==> src/design/lsre_pkg.sv <==
// Shared types, constants and command codes of the link-state route engine.
package lsre_pkg;

  localparam int NODE_FIELD_W  = 5;
  localparam int COST_FIELD_W  = 12;
  localparam int PATH_COST_W   = 16;
  localparam int MAX_RESULTS   = 16;
  localparam int DEF_MAX_NODES = 16;
  localparam int DEF_COST_BITS = 12;

  localparam logic [NODE_FIELD_W-1:0] NODE_COUNT_RST = 5'd16;
  localparam logic KIND_ROUTE = 1'b1;

  typedef struct packed {
    logic                    kind;
    logic [NODE_FIELD_W-1:0] node_a;
    logic [NODE_FIELD_W-1:0] node_b;
    logic [COST_FIELD_W-1:0] link_cost;
    logic                    link_down;
  } req_word_t;

  typedef struct packed {
    logic [NODE_FIELD_W-1:0] hop_node;
    logic [PATH_COST_W-1:0]  path_cost;
    logic [NODE_FIELD_W-1:0] first_hop;
    logic                    reachable;
    logic                    last;
  } rsp_word_t;

  typedef enum logic [3:0] {
    OP_NONE,
    OP_CLEAR,
    OP_LOAD,
    OP_WR_AB,
    OP_WR_BA,
    OP_OUT_NONE,
    OP_OUT_SELF,
    OP_INIT,
    OP_SCAN,
    OP_SETTLE,
    OP_RELAX,
    OP_PREP,
    OP_WALK_INIT,
    OP_PRED,
    OP_STEP,
    OP_EMIT
  } dp_op_t;

  typedef struct packed {
    dp_op_t op;
  } dp_cmd_t;

  typedef struct packed {
    logic clr_done;
    logic is_route;
    logic link_ok;
    logic q_bad;
    logic q_same;
    logic cnt_last;
    logic best_none;
    logic rounds_done;
    logic b_reached;
    logic step_go;
    logic emit_last;
    logic out_free;
  } dp_status_t;

endpackage

==> src/design/lsre_dp.sv <==
// Datapath: link memory, search scratch, hop list and result register.
module lsre_dp #(
  parameter int MAX_NODES = lsre_pkg::DEF_MAX_NODES,
  parameter int COST_BITS = lsre_pkg::DEF_COST_BITS
) (
  input  logic                                clk,
  input  logic                                rst,
  input  lsre_pkg::dp_cmd_t                   cmd,
  output lsre_pkg::dp_status_t                status,
  input  lsre_pkg::req_word_t                 req_in,
  input  logic                                cfg_we,
  input  logic [lsre_pkg::NODE_FIELD_W-1:0]   cfg_data,
  output logic                                rsp_valid,
  input  logic                                rsp_stall,
  output lsre_pkg::rsp_word_t                 rsp
);
  import lsre_pkg::*;

  localparam int NODE_W  = $clog2(MAX_NODES + 1);
  localparam int IDX_W   = $clog2(MAX_NODES);
  localparam int DEPTH   = MAX_NODES * MAX_NODES;
  localparam int AW      = $clog2(DEPTH);
  localparam int DIST_W  = COST_BITS + NODE_W;
  localparam int PATH_D  = MAX_NODES + 1;
  localparam int PATH_IW = $clog2(PATH_D);
  localparam int LEN_W   = $clog2(MAX_NODES + 2);
  localparam int K_W     = $clog2(MAX_RESULTS + 1);

  typedef struct packed {
    logic                 present;
    logic [COST_BITS-1:0] cost;
  } link_t;

  function automatic logic [IDX_W-1:0] nidx(input logic [NODE_W-1:0] node);
    logic [NODE_W-1:0] m;
    m = node - 1'b1;
    return m[IDX_W-1:0];
  endfunction

  function automatic logic [AW-1:0] addr_of(input logic [NODE_W-1:0] r,
                                            input logic [NODE_W-1:0] c);
    return AW'(nidx(r)) * AW'(MAX_NODES) + AW'(nidx(c));
  endfunction

  req_word_t               req;
  logic [NODE_FIELD_W-1:0] node_count;
  logic [NODE_W-1:0]       n_act;

  link_t                   mem [DEPTH];
  link_t                   rd_data;
  link_t                   wr_data;
  logic [AW-1:0]           rd_addr;
  logic [AW-1:0]           wr_addr;
  logic [AW-1:0]           clr_addr;
  logic                    wr_en;

  logic [DIST_W-1:0]       node_dist [MAX_NODES];
  logic [MAX_NODES-1:0]    reached;
  logic [MAX_NODES-1:0]    settled;
  logic [NODE_W-1:0]       cnt;
  logic [NODE_W-1:0]       best;
  logic [NODE_W-1:0]       round;
  logic [NODE_W-1:0]       cur;
  logic [NODE_W-1:0]       pred;
  logic [NODE_W-1:0]       last_push;
  logic [NODE_W-1:0]       first;
  logic [DIST_W-1:0]       best_dist;
  logic [DIST_W-1:0]       cur_dist;
  logic [DIST_W-1:0]       dist_b;

  logic                    rd_vld;
  logic                    rd_pred;
  logic [NODE_W-1:0]       rd_node;

  logic [NODE_W-1:0]       path [PATH_D];
  logic [LEN_W-1:0]        len;
  logic [PATH_IW-1:0]      emit_idx;
  logic [K_W-1:0]          emit_k;
  logic [K_W-1:0]          emit_cnt;

  logic [NODE_W-1:0]       a_n;
  logic [NODE_W-1:0]       b_n;
  logic [IDX_W-1:0]        d_idx;
  logic [DIST_W-1:0]       dist_rd;
  logic [DIST_W-1:0]       relax_d;
  logic                    relax_upd;
  logic                    pred_hit;
  logic                    scan_upd;
  logic [PATH_COST_W-1:0]  cost_sat;
  logic                    rsp_load;

  assign a_n = NODE_W'(req.node_a);
  assign b_n = NODE_W'(req.node_b);

  // status toward the controller
  always_comb begin
    status.clr_done    = (clr_addr == AW'(DEPTH - 1));
    status.is_route    = (req.kind == KIND_ROUTE);
    status.link_ok     = (req.node_a != '0) && (req.node_b != '0) &&
                         (32'(req.node_a) <= MAX_NODES) && (32'(req.node_b) <= MAX_NODES);
    status.q_bad       = (req.node_a == '0) || (req.node_b == '0) ||
                         (32'(req.node_a) > 32'(n_act)) || (32'(req.node_b) > 32'(n_act));
    status.q_same      = (req.node_a == req.node_b);
    status.cnt_last    = (cnt == n_act);
    status.best_none   = (best == '0);
    status.rounds_done = (round == n_act);
    status.b_reached   = reached[nidx(b_n)];
    status.step_go     = (pred != '0) && (pred != a_n) && (32'(len) < 32'(n_act));
    status.emit_last   = (K_W'(emit_k + 1'b1) == emit_cnt);
    status.out_free    = !rsp_valid || !rsp_stall;
  end

  // single read index into the distance registers
  always_comb begin
    if (rd_vld) begin
      d_idx = nidx(rd_node);
    end else begin
      unique case (cmd.op)
        OP_STEP:      d_idx = nidx(pred);
        OP_WALK_INIT: d_idx = nidx(b_n);
        default:      d_idx = nidx(cnt);
      endcase
    end
  end

  assign dist_rd = node_dist[d_idx];

  // relax, predecessor and minimum-search decisions
  assign relax_d   = best_dist + DIST_W'(rd_data.cost);
  assign relax_upd = rd_vld && !rd_pred && (rd_node != best) && rd_data.present &&
                     (!reached[nidx(rd_node)] || (relax_d < dist_rd));
  assign pred_hit  = rd_vld && rd_pred && (pred == '0) && (rd_node != cur) &&
                     reached[nidx(rd_node)] && rd_data.present &&
                     ((dist_rd + DIST_W'(rd_data.cost)) == cur_dist);
  assign scan_upd  = reached[nidx(cnt)] && !settled[nidx(cnt)] &&
                     ((best == '0) || (dist_rd < best_dist));

  assign cost_sat = (|(dist_b >> PATH_COST_W)) ? '1 : PATH_COST_W'(dist_b);

  // a result word is loaded on any of the three output commands
  assign rsp_load = (cmd.op == OP_EMIT) || (cmd.op == OP_OUT_NONE) ||
                    (cmd.op == OP_OUT_SELF);

  // link memory addressing
  always_comb begin
    rd_addr = (cmd.op == OP_PRED) ? addr_of(cur, cnt) : addr_of(best, cnt);
    wr_en   = 1'b0;
    wr_addr = clr_addr;
    wr_data = '0;
    unique case (cmd.op)
      OP_CLEAR: begin
        wr_en = 1'b1;
      end
      OP_WR_AB: begin
        wr_en           = 1'b1;
        wr_addr         = addr_of(a_n, b_n);
        wr_data.present = !req.link_down;
        wr_data.cost    = req.link_down ? '0 : COST_BITS'(req.link_cost);
      end
      OP_WR_BA: begin
        wr_en           = 1'b1;
        wr_addr         = addr_of(b_n, a_n);
        wr_data.present = !req.link_down;
        wr_data.cost    = req.link_down ? '0 : COST_BITS'(req.link_cost);
      end
      default: ;
    endcase
  end

  // link memory
  always_ff @(posedge clk) begin
    if (wr_en) begin
      mem[wr_addr] <= wr_data;
    end
    rd_data <= mem[rd_addr];
  end

  // search, walk and result registers
  always_ff @(posedge clk) begin
    if (rst) begin
      clr_addr   <= '0;
      node_count <= NODE_COUNT_RST;
      rsp_valid  <= 1'b0;
      rd_vld     <= 1'b0;
    end else begin
      if (cfg_we) begin
        node_count <= cfg_data;
      end

      rd_vld  <= (cmd.op == OP_RELAX) || (cmd.op == OP_PRED);
      rd_pred <= (cmd.op == OP_PRED);
      rd_node <= cnt;

      if (relax_upd) begin
        node_dist[nidx(rd_node)] <= relax_d;
        reached[nidx(rd_node)]   <= 1'b1;
      end
      if (pred_hit) begin
        pred <= rd_node;
      end

      // raise valid on a new word, drop it once taken
      if (rsp_load) begin
        rsp_valid <= 1'b1;
      end else if (!rsp_stall) begin
        rsp_valid <= 1'b0;
      end

      unique case (cmd.op)
        OP_CLEAR: begin
          clr_addr <= clr_addr + 1'b1;
        end
        OP_LOAD: begin
          req   <= req_in;
          n_act <= (32'(node_count) > MAX_NODES) ? NODE_W'(MAX_NODES) : NODE_W'(node_count);
        end
        OP_OUT_NONE: begin
          rsp <= '{hop_node: '0, path_cost: '0, first_hop: '0,
                   reachable: 1'b0, last: 1'b1};
        end
        OP_OUT_SELF: begin
          rsp <= '{hop_node: req.node_a, path_cost: '0, first_hop: req.node_a,
                   reachable: 1'b1, last: 1'b1};
        end
        OP_INIT: begin
          reached               <= MAX_NODES'(1) << nidx(a_n);
          settled               <= '0;
          node_dist[nidx(a_n)]  <= '0;
          round                 <= '0;
          cnt                   <= NODE_W'(1);
          best                  <= '0;
        end
        OP_SCAN: begin
          if (scan_upd) begin
            best      <= cnt;
            best_dist <= dist_rd;
          end
          cnt <= cnt + 1'b1;
        end
        OP_SETTLE: begin
          settled[nidx(best)] <= 1'b1;
          round               <= round + 1'b1;
          cnt                 <= NODE_W'(1);
        end
        OP_RELAX: begin
          cnt <= cnt + 1'b1;
        end
        OP_PREP: begin
          cnt  <= NODE_W'(1);
          best <= '0;
        end
        OP_WALK_INIT: begin
          cur      <= b_n;
          cur_dist <= dist_rd;
          dist_b   <= dist_rd;
          len      <= '0;
          pred     <= '0;
          cnt      <= NODE_W'(1);
        end
        OP_PRED: begin
          cnt <= cnt + 1'b1;
        end
        OP_STEP: begin
          path[len[PATH_IW-1:0]] <= status.step_go ? pred : a_n;
          len                    <= len + 1'b1;
          if (status.step_go) begin
            cur       <= pred;
            cur_dist  <= dist_rd;
            last_push <= pred;
            pred      <= '0;
            cnt       <= NODE_W'(1);
          end else begin
            first    <= (len != '0) ? last_push : b_n;
            emit_idx <= PATH_IW'(len);
            emit_k   <= '0;
            emit_cnt <= (32'(len) + 1 > MAX_RESULTS) ? K_W'(MAX_RESULTS)
                                                     : K_W'(len + 1'b1);
          end
        end
        OP_EMIT: begin
          rsp       <= '{hop_node: NODE_FIELD_W'(path[emit_idx]), path_cost: cost_sat,
                         first_hop: NODE_FIELD_W'(first), reachable: 1'b1,
                         last: status.emit_last};
          emit_idx  <= emit_idx - 1'b1;
          emit_k    <= emit_k + 1'b1;
        end
        default: ;
      endcase
    end
  end

endmodule

==> src/design/lsre_ctrl.sv <==
// Controller: sequences clearing, link writes, the search, the walk and the hop list.
module lsre_ctrl (
  input  logic                 clk,
  input  logic                 rst,
  input  logic                 req_valid,
  output logic                 req_stall,
  input  lsre_pkg::dp_status_t status,
  output lsre_pkg::dp_cmd_t    cmd
);
  import lsre_pkg::*;

  typedef enum logic [4:0] {
    S_CLEAR,
    S_IDLE,
    S_DISPATCH,
    S_WR_AB,
    S_WR_BA,
    S_NONE,
    S_SELF,
    S_INIT,
    S_SCAN,
    S_PICK,
    S_RELAX,
    S_RELAX_END,
    S_WALK_CHK,
    S_PRED,
    S_PRED_END,
    S_STEP,
    S_EMIT
  } state_t;

  state_t state;
  state_t state_next;

  assign req_stall = (state != S_IDLE);

  // next state and datapath command
  always_comb begin
    state_next = state;
    cmd.op     = OP_NONE;
    unique case (state)
      S_CLEAR: begin
        cmd.op = OP_CLEAR;
        if (status.clr_done) state_next = S_IDLE;
      end
      S_IDLE: begin
        if (req_valid) begin
          cmd.op     = OP_LOAD;
          state_next = S_DISPATCH;
        end
      end
      S_DISPATCH: begin
        priority if (!status.is_route) state_next = status.link_ok ? S_WR_AB : S_IDLE;
        else if (status.q_bad)         state_next = S_NONE;
        else if (status.q_same)        state_next = S_SELF;
        else                           state_next = S_INIT;
      end
      S_WR_AB: begin
        cmd.op     = OP_WR_AB;
        state_next = S_WR_BA;
      end
      S_WR_BA: begin
        cmd.op     = OP_WR_BA;
        state_next = S_IDLE;
      end
      S_NONE: begin
        if (status.out_free) begin
          cmd.op     = OP_OUT_NONE;
          state_next = S_IDLE;
        end
      end
      S_SELF: begin
        if (status.out_free) begin
          cmd.op     = OP_OUT_SELF;
          state_next = S_IDLE;
        end
      end
      S_INIT: begin
        cmd.op     = OP_INIT;
        state_next = S_SCAN;
      end
      S_SCAN: begin
        cmd.op = OP_SCAN;
        if (status.cnt_last) state_next = S_PICK;
      end
      S_PICK: begin
        if (status.best_none) begin
          state_next = S_WALK_CHK;
        end else begin
          cmd.op     = OP_SETTLE;
          state_next = S_RELAX;
        end
      end
      S_RELAX: begin
        cmd.op = OP_RELAX;
        if (status.cnt_last) state_next = S_RELAX_END;
      end
      S_RELAX_END: begin
        cmd.op     = OP_PREP;
        state_next = status.rounds_done ? S_WALK_CHK : S_SCAN;
      end
      S_WALK_CHK: begin
        if (!status.b_reached) begin
          state_next = S_NONE;
        end else begin
          cmd.op     = OP_WALK_INIT;
          state_next = S_PRED;
        end
      end
      S_PRED: begin
        cmd.op = OP_PRED;
        if (status.cnt_last) state_next = S_PRED_END;
      end
      S_PRED_END: begin
        state_next = S_STEP;
      end
      S_STEP: begin
        cmd.op     = OP_STEP;
        state_next = status.step_go ? S_PRED : S_EMIT;
      end
      S_EMIT: begin
        if (status.out_free) begin
          cmd.op = OP_EMIT;
          if (status.emit_last) state_next = S_IDLE;
        end
      end
      default: state_next = S_IDLE;
    endcase
  end

  // hold state
  always_ff @(posedge clk) begin
    if (rst) begin
      state <= S_CLEAR;
    end else begin
      state <= state_next;
    end
  end

endmodule

==> src/design/link_state_route_engine_top.sv <==
// Top level of the link-state route engine: controller, datapath and ports.
//
//  channel | direction | handshake          | word
//  req     | in        | req_valid/req_stall | req_word_t (set-link or route query)
//  rsp     | out       | rsp_valid/rsp_stall | rsp_word_t (one hop per word)
//  cfg     | in        | cfg_valid/cfg_ready | node_count
//
// After reset the link memory is swept clear, one entry a cycle, with req_stall high. A
// set-link word writes the link both ways, a to b and then b to a. A query over n nodes
// runs a search of at most n rounds (array minimum scan and a relax pass over one memory
// row per round, one read port), then a walk back that scans one memory row per node of
// the hop list, then one result word a cycle while rsp_stall is low. One query is worked
// at a time; a new word is taken while the last result word still waits on rsp_stall.
module link_state_route_engine_top #(
  parameter int MAX_NODES = lsre_pkg::DEF_MAX_NODES,
  parameter int COST_BITS = lsre_pkg::DEF_COST_BITS
) (
  input  logic                              clk,
  input  logic                              rst,
  input  logic                              req_valid,
  output logic                              req_stall,
  input  lsre_pkg::req_word_t               req,
  output logic                              rsp_valid,
  input  logic                              rsp_stall,
  output lsre_pkg::rsp_word_t               rsp,
  input  logic                              cfg_valid,
  output logic                              cfg_ready,
  input  logic [lsre_pkg::NODE_FIELD_W-1:0] cfg_data
);
  import lsre_pkg::*;

  dp_cmd_t    cmd;
  dp_status_t status;

  assign cfg_ready = 1'b1;

  lsre_ctrl u_ctrl (
    .clk       (clk),
    .rst       (rst),
    .req_valid (req_valid),
    .req_stall (req_stall),
    .status    (status),
    .cmd       (cmd)
  );

  lsre_dp #(
    .MAX_NODES (MAX_NODES),
    .COST_BITS (COST_BITS)
  ) u_dp (
    .clk       (clk),
    .rst       (rst),
    .cmd       (cmd),
    .status    (status),
    .req_in    (req),
    .cfg_we    (cfg_valid && cfg_ready),
    .cfg_data  (cfg_data),
    .rsp_valid (rsp_valid),
    .rsp_stall (rsp_stall),
    .rsp       (rsp)
  );

`ifndef SYNTHESIS
  // an accepted word closes the input until it is worked off
  a_accept_blocks: assert property (@(posedge clk) disable iff (rst)
    req_valid && !req_stall |=> req_stall)
    else $error("input taken twice in a row");

  // an unreachable answer is a single last word with zero hop node, first hop and cost
  a_unreach_word: assert property (@(posedge clk) disable iff (rst)
    rsp_valid && !rsp.reachable |->
      rsp.last && (rsp.hop_node == '0) && (rsp.first_hop == '0) && (rsp.path_cost == '0))
    else $error("malformed unreachable result");

  // results only leave while a query is being answered
  a_rsp_source: assert property (@(posedge clk) disable iff (rst)
    $rose(rsp_valid) |-> $past(cmd.op == OP_EMIT || cmd.op == OP_OUT_NONE ||
                                cmd.op == OP_OUT_SELF))
    else $error("result word without a result command");
`endif

endmodule
==> config.mk <==
export PLATFORM = sky130hd
export DESIGN_NAME = link_state_route_engine_top
export DESIGN_NICKNAME = d
export VERILOG_FILES = /design/src/design/lsre_pkg.sv /design/src/design/lsre_dp.sv /design/src/design/lsre_ctrl.sv /design/src/design/link_state_route_engine_top.sv
export SDC_FILE = /design/constraint.sdc
export NUM_CORES = 2
export LEC_CHECK = 0
export BUFFER_PORTS_ARGS = -buffer_cell sky130_fd_sc_hd__buf_4
export CAP_MARGIN = 10
export CELL_PAD_IN_SITES_DETAIL_PLACEMENT = 1
export CELL_PAD_IN_SITES_GLOBAL_PLACEMENT = 1
export CORE_ASPECT_RATIO = 0.9
export CORE_UTILIZATION = 45
export CTS_CLUSTER_DIAMETER = 200
export CTS_CLUSTER_SIZE = 14
export DETAILED_ROUTE_END_ITERATION = 7
export PLACE_DENSITY_LB_ADDON = 0.12
export SETUP_SLACK_MARGIN = 0.02
export SLEW_MARGIN = 15
export SYNTH_ARGS = -nofsm -noshare
export SYNTH_HDL_FRONTEND = slang
export SYNTH_SLANG_ARGS = --single-unit
==> constraint.sdc <==
create_clock -name clk -period 10.8 [get_ports clk]
set_input_delay 1.08 -clock clk [delete_from_list [all_inputs] [get_ports clk]]
set_output_delay 1.08 -clock clk [all_outputs]
set_load 0.05 [all_outputs]
# --- After elaboration in Yosys (flattened, before gate mapping) ---
# Memories as Yosys holds them, arrays and structs flattened. A register that Yosys moved wholly into a read port is not among the register bits.
# Index checks and enable logic that the tools add are counted.
word_totals:
  regBits: 221
  ram_bits: 3685
  inputBits: 34
  out_inout_bits: 31
  wordCells: 281
  memories: 3
mem_list:
  columns: ["name", "words", "word_bits", "read_ports", "rd_ports_with_merged_regs", "write_ports", "line_no", "rtl"]
  rows:
  - ["u_dp.mem", 256, 13, 1, 1, 1, "lsre_dp.sv:49", "link_t mem [DEPTH];"]
  - ["u_dp.node_dist", 16, 17, 1, 0, 2, "lsre_dp.sv:57", "logic [DIST_W-1:0] node_dist [MAX_NODES];"]
  - ["u_dp.path", 17, 5, 1, 1, 1, "lsre_dp.sv:75", "logic [NODE_W-1:0] path [PATH_D];"]
op_classes:
  addsub: 20
  magnitude_cmp: 15
  n_eq_ne: 53
  n_shift: 1
  mux: 81
  n_bitwise: 4
  reduce_logical: 70
ops:
  columns: ["cell", "n"]
  rows:
  - ["two-way mux 5 bit", 21]
  - ["one-hot mux 28 bit (3 select lines)", 1]
  - ["one-hot mux 5 bit (15 select lines)", 1]
  - ["one-hot mux 5 bit (2 select lines)", 7]
  - ["one-hot mux 4 bit (15 select lines)", 1]
  - ["two-way mux 16 bit", 3]
  - ["equality test 5 x 4 -> 1 bit (second input constant)", 8]
  - ["adder 17 x 12 -> 17 bit", 2]
  - ["< comparator 17 bit", 2]
  - ["one-hot mux 17 bit (2 select lines)", 1]
  - ["adder 8 x 4 -> 8 bit", 4]
  - ["equality test 4 bit (second input constant)", 8]
  - ["greater-than comparator 32 x 5 -> 1 bit (second input constant)", 1]
  - ["OR 16 bit", 2]
  - ["one-hot mux 16 bit (2 select lines)", 1]
  - ["subtractor 4 x 1 -> 4 bit (second input constant)", 7]
  - ["zero test 5 bit", 5]
  - ["two-way mux 1 bit", 21]
  - ["AND reduction 3 bit", 7]
  - ["adder 5 x 1 -> 5 bit (second input constant)", 4]
  - ["equality test 5 x 3 -> 1 bit (second input constant)", 4]
  - ["equality test 5 bit", 4]
  - ["< comparator 4 x 5 -> 1 bit (second input constant)", 4]
  - ["two-way mux 4 bit", 5]
  - ["other kinds (44)", 120]

# --- Logic depth before layout (Yosys ltp) ---
# An unclocked memory read counts as a cell.
depth:
  ltp_word: 15
  mapped_depth: 33
  depth_no_buf: 25

# --- Cells and area by module ---
# A second synthesis with hierarchy kept.
hier_totals:
  hier_cells: 7892
  hier_area_um2: 156934.3
modules_own_cells:
  columns: ["module", "instances", "cells_each", "area_each_um2", "seq_area_each_um2"]
  rows:
  - ["lsre_dp", 1, 7792, 156223.6, 114629.9]
  - ["lsre_ctrl", 1, 98, 699.4, 100.1]
  - ["link_state_route_engine_top", 1, 2, 11.3, 0.0]

# --- Worst setup path after synthesis ---
# OpenSTA, ideal clock, no wires.
synth_timing:
  path_kind: "register -> register"
  startpoint: "register u_ctrl.state[0]"
  endpoint: "memory u_dp.mem[0][10] in the netlist's numbering (data pin)"
  setup_time_ns: 0.870
  t_arrival_ns: 9.325
  t_required_ns: 9.930
  setup_slack_ns: 0.606
  path_stages_with_launch: 9
  n_path_buf: 3
  period_less_slack_ns: 10.194
  cell_sequence: "dfxtp_1 > clkbuf_1 > or3_1 > nor2_1 > a21oi_1 > clkbuf_1 > nor2_1 > clkbuf_1 > and2_1"
synth_lines:
  columns: ["item", "line_no", "rtl"]
  rows:
  - ["from (decl)", "lsre_ctrl.sv:32", "state_t state;"]
  - ["from (signal assigned)", "lsre_ctrl.sv:136", "state <= state_next;"]
  - ["to (decl)", "lsre_dp.sv:49", null]

==> impl_results.md <==
* Main synth FF type: edfxtp_1
* FF-to-FF Start: u_dp.b_n[0]
* Minimum clock period at 9.20 ns
* Cell taking the most area after synthesis: edfxtp_1
* Ports at 65
* DR vias/cell at 6.23
* Startpoint Class: register
* GP Congestion at 0.821
* Hold Violations, Final at 0
* Synth Area in Compound Gates at 0.0385
* Fin Clk Skew at 0.0498 ns
* Sequential share of the synthesized area at 0.728
* Max cap viols at 0
* CTS Hold Bufs at 0
* Critical path type: register to register
* Worst setup margin at 1.60 ns
* Max Freq at 0.109 GHz
* Status: finished clean
* Setup tns final at 0 ns
* Number of synthesized flops with an enable pin at 3614
* Worst hold slack at 0.339 ns
* CP dominant cell by count: a21o_1
* RSZ-0062 raised after global routing: no
* Vias in the first global route at 83767
* Initial antenna violation count at 10
* Worst EP required at 11.54 ns
* Clock slew at reported path FFs at 0.07 ns
* Met3 Use GR at 0.0308
* Share of cells above drive strength 1 at 0.247
* Via Count at 81649
* WP buf/inv at 5
* DR WL/cell at 33.2 µm
* Iteration-0 DRC Markers at 8391
* Placeable core area at 0.348 mm²
* Fill count at 31060
* Final setup fails at 0
* Simple-gate share of the synthesized area at 0.0331
* Drt pass-1 iters at 5
* Power Density at 187 mW/mm²
* # nets final at 8500
* Mux contribution to synthesized area at 0.170
* Clk root buf: clkbuf_16
* Post-synth top area share at 0.689
* Type of the most critical hold path: primary input to register
* Worst hold stages at 1
* Synthesized area per cell at 19.3 µm²
* Post-synthesis adder-cell area fraction at 0.00812
* Yosys warns at 0
* Remaining antenna violation count after routing at 0
* Fin cells at 13112
* First-pass GRT wire length at 625000 µm
* Rows at 205
* Largest net degree at the start of global routing at 269
* DIE HEIGHT at 563 µm
* H-tree Lvls at 5
* Initial Util at 0.453
* Crit-path slowest cell: mux2i_4
* Pre-CTS setup slack at 1.72 ns
* Clk_lat worst skew at 0.94 ns
* Worst path max stage delay at 1.02 ns
* WP depth at 25
* TritonCTS clock tree: done
* Distinct cells, synth at 82
* Pins Over Slew Limit at 0
* Period utilization at 0.851
* Die area at 0.353 mm²
* P&R area growth vs syn at 10.5%
* Mapped cell area at 0.158 mm²
* WL final at 435000 µm
* Num CTS Buffers at 318
* FF+latch count, synth at 3924
* Mapped Cells at 8176
* Post-DP HPWL at 257000 µm
* DIE WIDTH at 626 µm
* Post-synthesis xor/xnor area fraction at 0.00655
* Drt drc at 0
* CP startpoint: u_dp.b_n[0]
* I/O Buffers at 63
* Worst hold path startpoint: req[6]
* Most Used Layer, Global Route: met2
* Maximum VDD drop at 0.172 mV
* Post-layout util at 0.501
* Clock Path Buffers at 4
* Crit path DAT at 9.93 ns
* Clock sink total at 3924
* Slew @ Worst Pin at 1.25 ns
* CTS resizes at 0
* Leak at 55.1 nW
* Top cells by area, synth: edfxtp_1, mux4_2, dfxtp_1
* Post-CTS setup buffers at 0
* Total track usage at 0.245
* Global route overflow at 0
* Placed cell count at 12700
* Cell class contributing the biggest share of worst-path delay: compound AO/OA/AOI/OAI gates
* Async SR Flop Fraction at 0
* Largest family of logic cells by synthesized area: multiplexers
* Met2 usage at 0.387
* M1 GR Usage at 0.364
* CP Max Fanout at 142
* Slew headroom at 0.161
* Worst setup EP type: register
* Reg2reg path depth at 25
* Synthesized Nets at 8311
[kinds of logic (layout without fill, tap and decap cells)]
group / count (synthesis) / after routing
AO/OA/AOI/OAI: 1001 / 1001
XOR/XNOR: 117 / 117
adder cells (fa/ha/maj): 101 / 101
buffers and inverters: 632 / 907
flip-flops: 3924 / 3924
multiplexers: 1262 / 1262
other: 1 / 5
AND/OR/NAND/NOR: 1138 / 1138
[sequential cells by signal, summed over array words and instances, names as in the netlist, 8 cells and up, named ones only]
signal and count:
u_dp.best_dist 17, u_dp.clr_addr 8, u_dp.cur_dist 17, u_dp.dist_b 17, u_dp.mem 3328, u_dp.node_dist 272, u_dp.path 85, u_dp.rd_data 13
u_dp.reached 16, u_dp.req 13, u_dp.rsp 28, u_dp.settled 16
[worst paths after layout]
check | to | slack (ns)
hold / removal | u_dp.req[6] | 0.34
setup / recovery | u_dp.node_dist[1][16] | 1.60
setup reg to reg | u_dp.node_dist[1][16] | 1.60
hold reg to reg | u_dp.node_dist[6][11] | 0.47
[through the flow]
| stage | total power [mW] | cell area (µm²) |
|---|---|---|
| after CTS | 32.9 | 174000 |
| after global routing | 33.5 | 174000 |
| after detailed placement | 22.3 | 165000 |
| final | 32.6 | 174000 |
| after global placement | 22.2 | 165000 |
| after floorplan | 20.2 | 158000 |
[synthesized netlist by cell type, types with 4 or more instances]
cell type and instances:
mux4_2 1127, nand2_1 216, o211ai_1 6, buf_4 5
nor2b_1 38, a21oi_1 365, clkbuf_1 393, or3_1 8
nor2_1 455, o21a_1 8, buf_1 104, buf_2 34
edfxtp_1 3614, nand4_1 79, a21o_1 29, a32oi_1 4
nand3_1 187, o21ai_0 113, inv_1 88, nor3_1 37
mux2i_1 114, o32ai_1 5, mux2_2 18, o221ai_1 7
a211oi_1 176, nand2b_1 18, o31ai_1 69, o21ai_1 88
buf_6 4, dfxtp_1 310, and3_1 10, and2_1 54
a31oi_1 62, xor2_1 47, or2_2 5, nor4_1 11
ha_1 99, o21bai_1 6, o22ai_1 27, xnor2_1 69
[layout make-up]
cell class                 instances  area, µm²  share of cell area
antenna                            4       10.0           0.0000575
timing repair buffer             409       3400              0.0195
clock buffer                     383       8330              0.0478
tap                             4657       5830              0.0335
multi-input combinational       3620      41100               0.236
clock inverter                    23        340             0.00195
inverter                          92        345             0.00198
sequential                      3924     115000               0.659
[routing by layer]
metal | part of all wire | vias to the layer above
met2 | 0.47 | 2761
met4 | 0.024 | 0
met5 | 0 | -
met1 | 0.44 | 44671
li1 | - | 33712
met3 | 0.060 | 505
[power by group]
group | internal, mW | total [mW] | switching (mW)
clock | 5.43 | 10.7 | 5.28
combinational | 1.56 | 4.82 | 3.26
sequential | 17.0 | 17.1 | 0.113
total | 24.0 | 32.6 | 8.65
[placed cells by master (no fill, tap or decap), drive strengths merged, types with 10 or more instances in the layout]
cell type and instances:
mux2i 116, mux4 1127, edfxtp 3614, dfxtp 310
nor2b 38, nand3 187, nor2 455, clkbuf 383
o22ai 28, xor2 47, and3 10, a211oi 176
ha 99, nand2b 18, o21ai 201, a21o 29
mux2 19, inv 102, nor3 37, a21oi 365
xnor2 70, a31oi 62, nor4 14, buf 409
and2 57, clkinv 13, nand4 80, nand2 216
o31ai 70
Note: power is estimated with default switching activity, not from simulation.
